$ cat config.mk
export PLATFORM = sky130hd
export DESIGN_NAME = murmur3_hash_32_top_flat
export DESIGN_NICKNAME = d
export VERILOG_FILES = /design/src/rtl/m3h_pkg.sv /design/src/rtl/m3h_in_if.sv /design/src/rtl/m3h_out_if.sv /design/src/rtl/m3h_cfg_if.sv /design/src/rtl/m3h_front.sv /design/src/rtl/m3h_queue.sv /design/src/rtl/m3h_back.sv /design/src/rtl/murmur3_hash_32_top.sv /design/src/flat_wrapper.sv
export VERILOG_INCLUDE_DIRS = /design/src /design/src/rtl
export SDC_FILE = /design/constraint.sdc
export NUM_CORES = 2
export LEC_CHECK = 0
export ABC_AREA = 0
export BUFFER_PORTS_ARGS = -buffer_cell sky130_fd_sc_hd__buf_2
export CAP_MARGIN = 0
export CORE_ASPECT_RATIO = 1.25
export CORE_MARGIN = 2
export CORE_UTILIZATION = 59
export DETAILED_ROUTE_END_ITERATION = 12
export GPL_TIMING_DRIVEN = 0
export PLACE_DENSITY = 0.79
export SETUP_SLACK_MARGIN = 0.15
export SLEW_MARGIN = 0
export SYNTH_ARGS = -nofsm -noshare
export SYNTH_HDL_FRONTEND = slang
export SYNTH_SLANG_ARGS = --single-unit
$ cat constraint.sdc
create_clock -name clk -period 6.56 [get_ports clk]
set_clock_uncertainty 0.1 [all_clocks]
set_input_delay 0.656 -clock clk [delete_from_list [all_inputs] [get_ports clk]]
set_output_delay 0.656 -clock clk [all_outputs]
set_load 0.01 [all_outputs]
$ cat src/rtl/assert_macros.svh
`ifndef ASSERT_MACROS_SVH
`define ASSERT_MACROS_SVH

// Checked on every clock edge, quiet while reset is asserted.
`define M3H_ASSERT(lbl, prop, msg) \
	lbl: assert property (@(posedge clk) disable iff (!arst_n) prop) else $error(msg);

// Checked on every clock edge, reset included.
`define M3H_ASSERT_ALWAYS(lbl, prop, msg) \
	lbl: assert property (@(posedge clk) prop) else $error(msg);

`endif

$ cat src/rtl/m3h_pkg.sv
package m3h_pkg;

	localparam logic [31:0] C1       = 32'hcc9e2d51;
	localparam logic [31:0] C2       = 32'h1b873593;
	localparam logic [31:0] BODY_ADD = 32'he6546b64;
	localparam logic [31:0] F1       = 32'h85ebca6b;
	localparam logic [31:0] F2       = 32'hc2b2ae35;

	localparam logic [2:0] BYTES_PER_WORD = 3'd4;

	// One scrambled word on its way from the front to the back.
	typedef struct packed {
		logic [31:0] k;
		logic [2:0]  count;
		logic        last;
	} m3h_item_t;

	typedef struct packed {
		logic      valid;
		m3h_item_t item;
	} m3h_push_t;

endpackage

$ cat src/rtl/m3h_in_if.sv
interface m3h_in_if;
	logic        valid;
	logic        ready;
	logic [31:0] data_word;
	logic [2:0]  byte_count;
	logic        last_word;

	modport source (output valid, data_word, byte_count, last_word, input ready);
	modport sink (input valid, data_word, byte_count, last_word, output ready);
endinterface

$ cat src/rtl/m3h_out_if.sv
interface m3h_out_if;
	logic        valid;
	logic        ready;
	logic [31:0] hash_value;

	modport source (output valid, hash_value, input ready);
	modport sink (input valid, hash_value, output ready);
endinterface

$ cat src/rtl/m3h_cfg_if.sv
interface m3h_cfg_if;
	logic        valid;
	logic        ready;
	logic [31:0] data;

	modport source (output valid, data, input ready);
	modport sink (input valid, data, output ready);
endinterface

$ cat src/rtl/m3h_front.sv
module m3h_front import m3h_pkg::*; (
	input  logic      clk,
	input  logic      arst_n,
	m3h_in_if.sink    msg,
	output m3h_push_t push,
	input  logic      q_ready
);

	logic        v_s1, v_s2;
	logic [31:0] m_s1, k_s2;
	logic [2:0]  cnt_s1, cnt_s2;
	logic        last_s1, last_s2;
	logic        en_s1, en_s2;
	logic [2:0]  cnt_in;
	logic [31:0] word_in;
	logic [31:0] rot_s1;

	assign en_s2     = !v_s2 || q_ready;
	assign en_s1     = !v_s1 || en_s2;
	assign msg.ready = en_s1;

	// non-last words always count as full
	always_comb begin
		if (!msg.last_word || msg.byte_count > BYTES_PER_WORD) begin
			cnt_in = BYTES_PER_WORD;
		end else begin
			cnt_in = msg.byte_count;
		end
	end

	// drop bytes past the tail
	always_comb begin
		case (cnt_in)
			3'd1: word_in = {24'd0, msg.data_word[7:0]};
			3'd2: word_in = {16'd0, msg.data_word[15:0]};
			3'd3: word_in = {8'd0, msg.data_word[23:0]};
			default: word_in = msg.data_word;
		endcase
	end

	assign rot_s1 = {m_s1[16:0], m_s1[31:17]};

	always_ff @(posedge clk or negedge arst_n) begin
		if (!arst_n) begin
			v_s1 <= 1'b0;
			v_s2 <= 1'b0;
		end else begin
			if (en_s1) v_s1 <= msg.valid;
			if (en_s2) v_s2 <= v_s1;
		end
	end

	always_ff @(posedge clk) begin
		if (en_s1) begin
			m_s1    <= word_in * C1;
			cnt_s1  <= cnt_in;
			last_s1 <= msg.last_word;
		end
		if (en_s2) begin
			k_s2    <= rot_s1 * C2;
			cnt_s2  <= cnt_s1;
			last_s2 <= last_s1;
		end
	end

	assign push.valid      = v_s2;
	assign push.item.k     = k_s2;
	assign push.item.count = cnt_s2;
	assign push.item.last  = last_s2;

endmodule

$ cat src/rtl/m3h_queue.sv
module m3h_queue import m3h_pkg::*; #(
	parameter int DEPTH = 4
) (
	input  logic      clk,
	input  logic      arst_n,
	input  m3h_push_t push,
	output logic      in_ready,
	output logic      out_valid,
	output m3h_item_t out_item,
	input  logic      out_ready
);

	localparam int AW = (DEPTH > 1) ? $clog2(DEPTH) : 1;
	localparam int CW = $clog2(DEPTH + 1);

	m3h_item_t       mem_q [DEPTH];
	logic [AW-1:0]   wr_q, rd_q;
	logic [CW-1:0]   cnt_q;
	logic            do_push, do_pop;

	assign in_ready  = cnt_q != CW'(DEPTH);
	assign out_valid = cnt_q != '0;
	assign do_push   = push.valid && in_ready;
	assign do_pop    = out_valid && out_ready;
	assign out_item  = mem_q[rd_q];

	always_ff @(posedge clk or negedge arst_n) begin
		if (!arst_n) begin
			wr_q  <= '0;
			rd_q  <= '0;
			cnt_q <= '0;
		end else begin
			if (do_push) wr_q <= (wr_q == AW'(DEPTH - 1)) ? '0 : wr_q + 1'b1;
			if (do_pop)  rd_q <= (rd_q == AW'(DEPTH - 1)) ? '0 : rd_q + 1'b1;
			case ({do_push, do_pop})
				2'b10:   cnt_q <= cnt_q + 1'b1;
				2'b01:   cnt_q <= cnt_q - 1'b1;
				default: cnt_q <= cnt_q;
			endcase
		end
	end

	always_ff @(posedge clk) begin
		if (do_push) mem_q[wr_q] <= push.item;
	end

endmodule

$ cat src/rtl/m3h_back.sv
module m3h_back import m3h_pkg::*; (
	input  logic        clk,
	input  logic        arst_n,
	input  logic [31:0] seed,
	input  logic        q_valid,
	input  m3h_item_t   q_item,
	output logic        q_ready,
	m3h_out_if.source   hash
);

	logic        in_msg_q;
	logic [31:0] h_q, len_q;
	logic [31:0] h_base, len_base, h_fold, h_tail, len_fin, x_fin;
	logic        pop;

	logic        v_s1, v_s2, v_s3, out_v_q;
	logic [31:0] d_s1, d_s2, d_s3, out_d_q;
	logic        en_s1, en_s2, en_s3, en_out;
	logic [31:0] t_s2, rot_fold, xk;

	assign en_out  = !out_v_q || hash.ready;
	assign en_s3   = !v_s3 || en_out;
	assign en_s2   = !v_s2 || en_s3;
	assign en_s1   = !v_s1 || en_s2;
	assign q_ready = en_s1;
	assign pop     = q_valid && en_s1;

	// first word of a message starts from the seed
	assign h_base   = in_msg_q ? h_q : seed;
	assign len_base = in_msg_q ? len_q : '0;

	// body step: xor, rotl 13, times 5 plus constant
	assign xk       = h_base ^ q_item.k;
	assign rot_fold = {xk[18:0], xk[31:19]};
	assign h_fold   = {rot_fold[29:0], 2'b00} + rot_fold + BODY_ADD;

	always_comb begin
		if (q_item.count == BYTES_PER_WORD) begin
			h_tail = h_fold;
		end else if (q_item.count != 3'd0) begin
			h_tail = xk;
		end else begin
			h_tail = h_base;
		end
	end

	assign len_fin = len_base + {29'd0, q_item.count};
	assign x_fin   = h_tail ^ len_fin;
	assign t_s2    = d_s2 ^ {13'd0, d_s2[31:13]};

	always_ff @(posedge clk or negedge arst_n) begin
		if (!arst_n) begin
			in_msg_q <= 1'b0;
			v_s1     <= 1'b0;
			v_s2     <= 1'b0;
			v_s3     <= 1'b0;
			out_v_q  <= 1'b0;
		end else begin
			if (pop) in_msg_q <= !q_item.last;
			if (en_s1)  v_s1    <= pop && q_item.last;
			if (en_s2)  v_s2    <= v_s1;
			if (en_s3)  v_s3    <= v_s2;
			if (en_out) out_v_q <= v_s3;
		end
	end

	always_ff @(posedge clk) begin
		if (pop && !q_item.last) begin
			h_q   <= h_fold;
			len_q <= len_base + 32'd4;
		end
		if (en_s1)  d_s1    <= x_fin ^ {16'd0, x_fin[31:16]};
		if (en_s2)  d_s2    <= d_s1 * F1;
		if (en_s3)  d_s3    <= t_s2 * F2;
		if (en_out) out_d_q <= d_s3 ^ {16'd0, d_s3[31:16]};
	end

	assign hash.valid      = out_v_q;
	assign hash.hash_value = out_d_q;

endmodule

$ cat src/rtl/murmur3_hash_32_top.sv
// channel  dir  payload                               transfer
// cfg      in   data (seed, 32b)                      valid & ready, ready always high
// msg      in   data_word, byte_count, last_word      valid & ready
// hash     out  hash_value                            valid & ready, one per last word
//
// Sustains one word per cycle while hash is not stalled; the running hash (xor, rotl 13,
// x5 plus constant) closes combinationally in the back end. A last word goes to the hash
// via two scramble multiplies, the queue, three finalizer stages and the output register.
// Reset clears the seed to zero and empties every stage; no clearing pass.
// A stalled hash output backs up the finalizer, then the queue, then msg.ready.
`include "assert_macros.svh"

module murmur3_hash_32_top import m3h_pkg::*; #(
	parameter int QUEUE_DEPTH = 4
) (
	input  logic      clk,
	input  logic      arst_n,
	m3h_cfg_if.sink   cfg,
	m3h_in_if.sink    msg,
	m3h_out_if.source hash
);

	logic [31:0] seed_q;
	m3h_push_t   push;
	logic        q_in_ready;
	logic        q_out_valid;
	m3h_item_t   q_out_item;
	logic        q_out_ready;

	assign cfg.ready = 1'b1;

	always_ff @(posedge clk or negedge arst_n) begin
		if (!arst_n) begin
			seed_q <= '0;
		end else if (cfg.valid) begin
			seed_q <= cfg.data;
		end
	end

	m3h_front u_front (
		.clk     (clk),
		.arst_n  (arst_n),
		.msg     (msg),
		.push    (push),
		.q_ready (q_in_ready)
	);

	m3h_queue #(
		.DEPTH (QUEUE_DEPTH)
	) u_queue (
		.clk       (clk),
		.arst_n    (arst_n),
		.push      (push),
		.in_ready  (q_in_ready),
		.out_valid (q_out_valid),
		.out_item  (q_out_item),
		.out_ready (q_out_ready)
	);

	m3h_back u_back (
		.clk     (clk),
		.arst_n  (arst_n),
		.seed    (seed_q),
		.q_valid (q_out_valid),
		.q_item  (q_out_item),
		.q_ready (q_out_ready),
		.hash    (hash)
	);

	`M3H_ASSERT_ALWAYS(a_no_hash_in_reset, !arst_n |-> !hash.valid, "hash valid during reset")
	`M3H_ASSERT(a_front_hold, push.valid && !q_in_ready |=> push.valid && $stable(push.item), "front dropped a stalled word")
	`M3H_ASSERT(a_back_hold, q_out_valid && !q_out_ready |=> q_out_valid && $stable(q_out_item), "queue head changed under stall")

endmodule
$ cat src/flat_wrapper.sv
// flat-port wrapper written by rule: the top's interface ports become plain ports
module murmur3_hash_32_top_flat import m3h_pkg::*;
#(
	parameter int QUEUE_DEPTH = 4
)
  (clk, arst_n, cfg_valid, cfg_data, cfg_ready, msg_valid, msg_data_word, msg_byte_count, msg_last_word, msg_ready, hash_valid, hash_hash_value, hash_ready);
  m3h_cfg_if cfg_i ();
  m3h_in_if msg_i ();
  m3h_out_if hash_i ();
  input  logic clk;
  input  logic arst_n;
  input wire logic [$bits(cfg_i.valid)-1:0] cfg_valid;
  input wire logic [$bits(cfg_i.data)-1:0] cfg_data;
  output wire logic [$bits(cfg_i.ready)-1:0] cfg_ready;
  input wire logic [$bits(msg_i.valid)-1:0] msg_valid;
  input wire logic [$bits(msg_i.data_word)-1:0] msg_data_word;
  input wire logic [$bits(msg_i.byte_count)-1:0] msg_byte_count;
  input wire logic [$bits(msg_i.last_word)-1:0] msg_last_word;
  output wire logic [$bits(msg_i.ready)-1:0] msg_ready;
  output wire logic [$bits(hash_i.valid)-1:0] hash_valid;
  output wire logic [$bits(hash_i.hash_value)-1:0] hash_hash_value;
  input wire logic [$bits(hash_i.ready)-1:0] hash_ready;
  assign cfg_i.valid = cfg_valid;
  assign cfg_i.data = cfg_data;
  assign cfg_ready = cfg_i.ready;
  assign msg_i.valid = msg_valid;
  assign msg_i.data_word = msg_data_word;
  assign msg_i.byte_count = msg_byte_count;
  assign msg_i.last_word = msg_last_word;
  assign msg_ready = msg_i.ready;
  assign hash_valid = hash_i.valid;
  assign hash_hash_value = hash_i.hash_value;
  assign hash_i.ready = hash_ready;
  murmur3_hash_32_top #(.QUEUE_DEPTH(QUEUE_DEPTH)) u_core (.clk(clk), .arst_n(arst_n), .cfg(cfg_i), .msg(msg_i), .hash(hash_i));
endmodule
### Word level (Yosys, flattened, before mapping)

Memory sizes are Yosys's and may differ from the RTL's.
Index checks and enable logic that the tools add are counted.
W data, S select, Z words.

| storage, ports and cells | value |
|---|---|
| output and inout bits | 35 |
| input port bits | 73 |
| flip-flop bits (word level) | 310 |
| bits in writable memories | 144 |
| word-level logic and storage cells | 84 |
| memories kept | 1 |

| cells by class | value |
|---|---|
| reductions and logical operators | 22 |
| bitwise gates (word level) | 5 |
| $mul | 4 |
| $add $sub $neg | 8 |
| mux-type cells | 11 |
| order comparisons | 1 |
| eq/ne operators | 9 |

Memories:

| memory | depth | bits a word | read ports | clocked after memory_dff | write ports | line | text |
|---|---|---|---|---|---|---|---|
| u_core.u_queue.mem_q | 4 | 36 | 1 | 0 | 1 | m3h_queue.sv:16 | `m3h_item_t mem_q [DEPTH];` |

Operator list:

| cell | count |
|---|---|
| $mux W32 | 4 |
| $pmux W32 S3 | 1 |
| $mul A32 B31 Y32 const B | 2 |
| $xor A32 B16 Y32 | 2 |
| $xor A32 B32 Y32 | 2 |
| $add A32 B3 Y32 | 1 |
| $add A32 B3 Y32 const B | 1 |
| $add A32 B32 Y32 | 1 |
| $add A32 B32 Y32 const B | 1 |
| $mul A32 B29 Y32 const B | 1 |
| $mul A32 B32 Y32 const B | 1 |
| $xor A32 B19 Y32 | 1 |
| $logic_not A1 Y1 | 8 |
| $logic_or A1 B1 Y1 | 7 |
| $eq A2 B2 Y1 const B | 3 |
| $eq A3 B2 Y1 const B | 2 |
| $pmux W3 S2 | 1 |
| $reduce_bool A3 Y1 | 2 |
| $add A2 B1 Y2 const B | 2 |
| $logic_and A1 B1 Y1 | 4 |
| $mux W2 | 2 |
| $add A3 B1 Y3 const B | 1 |
| $eq A3 B1 Y1 const B | 1 |
| $eq A3 B3 Y1 const B | 1 |
| other kinds (7) | 8 |

### Depth between registers and ports, before layout

| logic depth | value |
|---|---|
| depth after elaboration | 8 |
| gate-level depth with buffers | 28 |

### Modules after synthesis

Synthesis repeated with hierarchy kept, for this count alone.

| second synthesis, totals | value |
|---|---|
| cell total of the unflattened synthesis | 4938 |
| area, all modules | 54816.3 µm² |

By module, submodules not included:

| module | cells each | times used | area each (µm²) |
|---|---|---|---|
| m3h_back | 2847 | 1 | 29164.2 |
| m3h_front | 1793 | 1 | 18656.6 |
| m3h_queue | 228 | 1 | 5639.2 |
| murmur3_hash_32_top | 70 | 1 | 1356.3 |

### Worst setup path before layout

OpenSTA, ideal clock, no wires.

| timing | value |
|---|---|
| path kind | in2reg |
| from | in msg_last_word |
| to | reg u_core.u_front.m_s1[31] (data pin) |
| arrival time | 6.884 ns |
| path slack | -0.684 ns |
| cell stages on the path | 27 |
| path buffers | 0 |
| cell sequence | nor2b_1 -> and2_1 -> nand2b_1 -> nand2_1 -> inv_1 -> ha_1 -> xor2_1 -> a22o_1 -> fa_1 -> inv_1 -> fa_1 -> fa_1 -> inv_1 -> fa_1 -> inv_1 -> fa_1 -> inv_1 -> ha_1 -> ha_1 -> a21o_1 -> a21o_1 -> and2_1 -> o21a_1 -> a41o_1 -> o41ai_1 -> o21ai_0 -> xnor2_1 |

| between the ends | value |
|---|---|
| cells in the longest elaborated chain, start to end | 6 |

RTL lines:

| what | line | text |
|---|---|---|
| start, declared | flat_wrapper.sv:18 | `input wire logic [$bits(msg_i.last_word)-1:0] msg_last_word;` |
| $logic_not A1 Y1 * | m3h_front.sv:24 | `if (!msg.last_word \|\| msg.byte_count > BYTES_PER_WORD) begin` |
| $logic_or A1 B1 Y1 * | m3h_front.sv:24 |  |
| $mux W3 * | m3h_front.sv:24 |  |
| net u_core.u_front.cnt_in[0] | m3h_front.sv:14 | `logic [2:0] cnt_in;` |
| $eq A3 B2 Y1 / $eq A3 B1 Y1 (equally long branches) | m3h_front.sv:33 | `case (cnt_in)` |
| $pmux W32 S3 * | m3h_front.sv:33 |  |
| $mul A32 B31 Y32 * | m3h_front.sv:55 | `m_s1 <= word_in * C1;` |
| end signal, assigned | m3h_front.sv:55 |  |
| end, declared | m3h_front.sv:10 | `logic [31:0] m_s1, k_s2;` |

The timed path passes the listed nets; every way through them passes the cells marked *.
A chain may end at the register's enable or synchronous reset.

### Worst setup path in the final report

| timing | value |
|---|---|
| from | reg u_core.u_front.m_s1[25] |
| to | reg u_core.u_front.k_s2[31] (data pin) |

| between the ends | value |
|---|---|
| cells in the longest elaborated chain, start to end | 1 |

RTL lines:

| what | line | text |
|---|---|---|
| $mul A32 B29 Y32 | m3h_front.sv:60 | `k_s2 <= rot_s1 * C2;` |
| end signal, assigned | m3h_front.sv:60 |  |
| end, declared | m3h_front.sv:10 |  |

No other way between the ends.

==> results.sh <==
export IMPL_outcome="finished, violations left"
export IMPL_violations="setup timing"
export IMPL_crit_required_ns=6.94
export IMPL_yosysWarnings=0
export IMPL_crit_arrival_ns=7.28
export IMPL_cts_tree="yes"
export IMPL_mostFrequentLayoutCell="inv_1"
export IMPL_drc=0
export IMPL_hpwl_um=114000
export IMPL_ioPinCount=108
export IMPL_syn_nets=6488
export IMPL_drtPass1Iterations=5
export IMPL_synthDistinctLibCells=80
export IMPL_drt_initial_drc_count=2692
export IMPL_synth_ff_type="edfxtp_1"
export IMPL_insertion_delay_ns=0.63
export IMPL_nets=6890
export IMPL_die_height_um=343
export IMPL_antenna_found_initial=13
export IMPL_fin_tns_setup_ns=-2.46
export IMPL_layout_common_cells="inv_1, ha_1, fa_1"
export IMPL_gp_congestion=0.965
export IMPL_min_path_type="input pin to asynchronous set/reset pin"
export IMPL_worstPathCellList="buf_6, ha_4, ha_1, inv_1, fa_1, inv_1, fa_2, inv_2, fa_1, inv_1, fa_1, fa_1, fa_1, ha_4, a21o_1, a21o_1, a221o_1, a31oi_2, a2bb2oi_2, o31ai_4, or4_4, a2111o_1, nand4_1"
export IMPL_cts_path_max_buffers=3
export IMPL_grt_ovfl_total=0
export IMPL_maxCapViolCount=0
export IMPL_end_kind="flip-flop"
export IMPL_numClockSinks=454
export IMPL_multi_input_area_mm2=0.0383
export IMPL_clkTransAtPathRegs_ns=0.06
export IMPL_setup_slack_ns=-0.342
export IMPL_syn_area_mm2=0.0543
export IMPL_initial_core_util=0.594
export IMPL_worstMarginPinSlew_ns=1.25
export IMPL_max_stage_delay_ns=0.61
export IMPL_final_util=0.688
export IMPL_syn2layout_area_growth_pct=16.0
export IMPL_root_buffer="clkbuf_16"
export IMPL_fin_crit_ns=6.90
export IMPL_path_max_fanout=4
export IMPL_grt_pass1_vias=39100
export IMPL_place_area_mm2=0.0569
export IMPL_path_delay_family="adder cells"
export IMPL_drive_gt1_frac=0.181
export IMPL_postSynthCellCount=4852
export IMPL_maxSlewViolCount=0
export IMPL_hold_viol_final=0
export IMPL_vias=36700
export IMPL_synth_edf_count=408
export IMPL_ys_ff_latch=454
export IMPL_cts_made_buffers=49
export IMPL_place_inst=6165
export IMPL_die_area_mm2=0.0944
export IMPL_detail_route_antenna_nets=0
export IMPL_numPortBuffers=105
export IMPL_regArea_mm2=0.0134
export IMPL_synth_avg_cell_area_um2=11.2
export IMPL_path_class="flip-flop to flip-flop"
export IMPL_wirelength_um=148000
export IMPL_hold_buffers=0
export IMPL_grt_pass1_wl_um=221000
export IMPL_stdcell_count=6495
export IMPL_nFillCells=6214
export IMPL_h_tree_depth=2
export IMPL_floorplan_rows=124
export IMPL_track_usage=0.312
export IMPL_cpMostUsedCell="fa_1"
export IMPL_rrSetupSlack_ns=-0.34
export IMPL_worstSetupStartpointType="flip-flop"
export IMPL_rsz0062_at_grt="true"
export IMPL_finalCritPeriodShare=1.05
export IMPL_post_drt_wl_per_cell_um=22.7
export IMPL_core_mm2=0.0914
export IMPL_maxSlewHeadroom=0.166
export IMPL_grt_max_degree=47
export IMPL_setup_viol=12
export IMPL_final_area_mm2=0.0629
export IMPL_yosysSeqAreaShare=0.247
export IMPL_crit_buf_inv=5
export IMPL_via_per_inst=5.66
export IMPL_synthArstFlopShare=0.101
export IMPL_slowest_stage="fa_1"
export IMPL_die_x_um=275
export IMPL_max_freq_ghz=0.145
==> Yosys cell counts (5+ instances only) <==
library cell	number	area, um2
ha_1	829	10400
a211oi_1	13	97.6
buf_2	18	90.1
a21boi_0	12	90.1
clkbuf_1	21	78.8
a31oi_1	12	75.1
nand3_1	53	265
o31ai_1	8	60.1
edfxtp_1	408	12300
o221ai_1	6	52.6
o21bai_1	12	90.1
xnor2_1	304	2660
nor2_1	108	405
a31o_2	6	52.6
mux2_2	36	405
xor2_1	114	998
nor3_1	36	180
nand2b_1	24	150
mux4_2	30	676
nand2_1	152	571
mux4_1	6	158
nand4_1	16	100
o211ai_1	13	97.6
inv_1	1315	4940
o211a_1	5	50.1
o21ai_0	82	410
or3_1	18	113
fa_1	734	14700
a211o_1	5	43.8
a21oi_1	136	681
o21a_1	24	180
o2111ai_1	6	52.6
mux2i_1	33	330
and3_1	17	106
nor2b_1	9	56.3
a21o_1	54	405
and2_1	34	213
nor3b_1	6	45.0
or2_2	10	62.6
o22ai_1	9	56.3
buf_1	6	22.5
dfrtp_1	46	1150
==> registers in the layout, summed over array words and instances (netlist names), 2 cells and up <==
register and cells:
u_core.seed_q 32, u_core.u_back.d_s1 32, u_core.u_back.d_s2 32, u_core.u_back.d_s3 32, u_core.u_back.h_q 32, u_core.u_back.hash.hash_value 32, u_core.u_back.len_q 32, u_core.u_front.cnt_s1 3
u_core.u_front.cnt_s2 3, u_core.u_front.k_s2 32, u_core.u_front.m_s1 32, u_core.u_queue.cnt_q 3, u_core.u_queue.mem_q 144, u_core.u_queue.rd_q 2, u_core.u_queue.wr_q 2
==> layer usage <==
metal / vias up / track usage / wire (um)
li1: 16300 / - / -
met1: 18500 / 0.364 / 52500
met2: 1368 / 0.554 / 76400
met3: 468 / 0.0475 / 9060
met4: 14 / 0.164 / 9710
met5: - / 0 / 95
==> metrics by stage <==
step / hold slack, ns / setup slack [ns]
2_1_floorplan: 0.260 / -0.0920
3_3_place_gp: 0.346 / -1.48
3_5_place_dp: 0.349 / -1.51
4_1_cts: 0.148 / -0.335
5_1_grt: 0.0505 / -0.520
6_report: 0.0157 / -0.342
==> timing repair <==
action                                  4_1_cts  5_1_grt
pin swaps                                   137      234
gates resized for setup                     236      256
buffers inserted                            167       66
endpoints found under the setup margin       59       53
gates cloned                                  2        0
==> cell families (layout without fill, tap and decap cells) <==
family | after synthesis | after routing | synth area share
AOI/OAI and AO/OA | 440 | 440 | 0.0528
buffers and inverters | 1364 | 1803 | 0.0953
other | 1 | 6 | 0.0000691
DFF | 454 | 454 | 0.247
and+or+nand+nor | 502 | 504 | 0.0448
muxes | 105 | 105 | 0.0289
xor gates and xnor gates | 423 | 423 | 0.0692
adders and majority gates | 1563 | 1563 | 0.462
==> worst register-to-register path, stage by stage, from the launching register on <==
cell,delay [ns]
edfxtp_1,0.52
buf_6,0.20
ha_4,0.24
ha_1,0.30
inv_1,0.07
fa_1,0.53
inv_1,0.05
fa_2,0.33
inv_2,0.07
fa_1,0.40
inv_1,0.08
fa_1,0.45
fa_1,0.50
fa_1,0.61
ha_4,0.24
a21o_1,0.16
a21o_1,0.16
a221o_1,0.34
a31oi_2,0.23
a2bb2oi_2,0.20
o31ai_4,0.10
or4_4,0.43
a2111o_1,0.39
nand4_1,0.08
==> final timing paths <==
path	start	end	cells past startpoint
hold / removal	arst_n	u_core.seed_q[10]$_DFFE_PN0P_	1
setup / recovery	u_core.u_front.m_s1[25]$_DFFE_PP_	u_core.u_front.k_s2[31]$_DFFE_PP_	23
max in group asynchronous	arst_n	u_core.seed_q[24]$_DFFE_PN0P_	1
min in group clk	cfg_data[15]	u_core.seed_q[15]$_DFFE_PN0P_	2
hold reg to reg	u_core.u_front.v_s1$_DFFE_PN0P_	u_core.u_front.v_s2$_DFFE_PN0P_	1
setup reg to reg	u_core.u_front.m_s1[25]$_DFFE_PP_	u_core.u_front.k_s2[31]$_DFFE_PP_	23
==> layout make-up <==
cell class,count,area share
Antenna cell,5,0.000199
Buffer,49,0.00418
Clock buffer,59,0.0206
Clock inverter,31,0.00618
Inverter,1315,0.0791
Multi-Input combinational cell,3036,0.609
Sequential cell,454,0.213
Tap cell,1197,0.0238
Timing Repair Buffer,349,0.0441
Power is not shown: default switching activity piles up to over one toggle a cycle in this logic, so the estimate is an artifact.
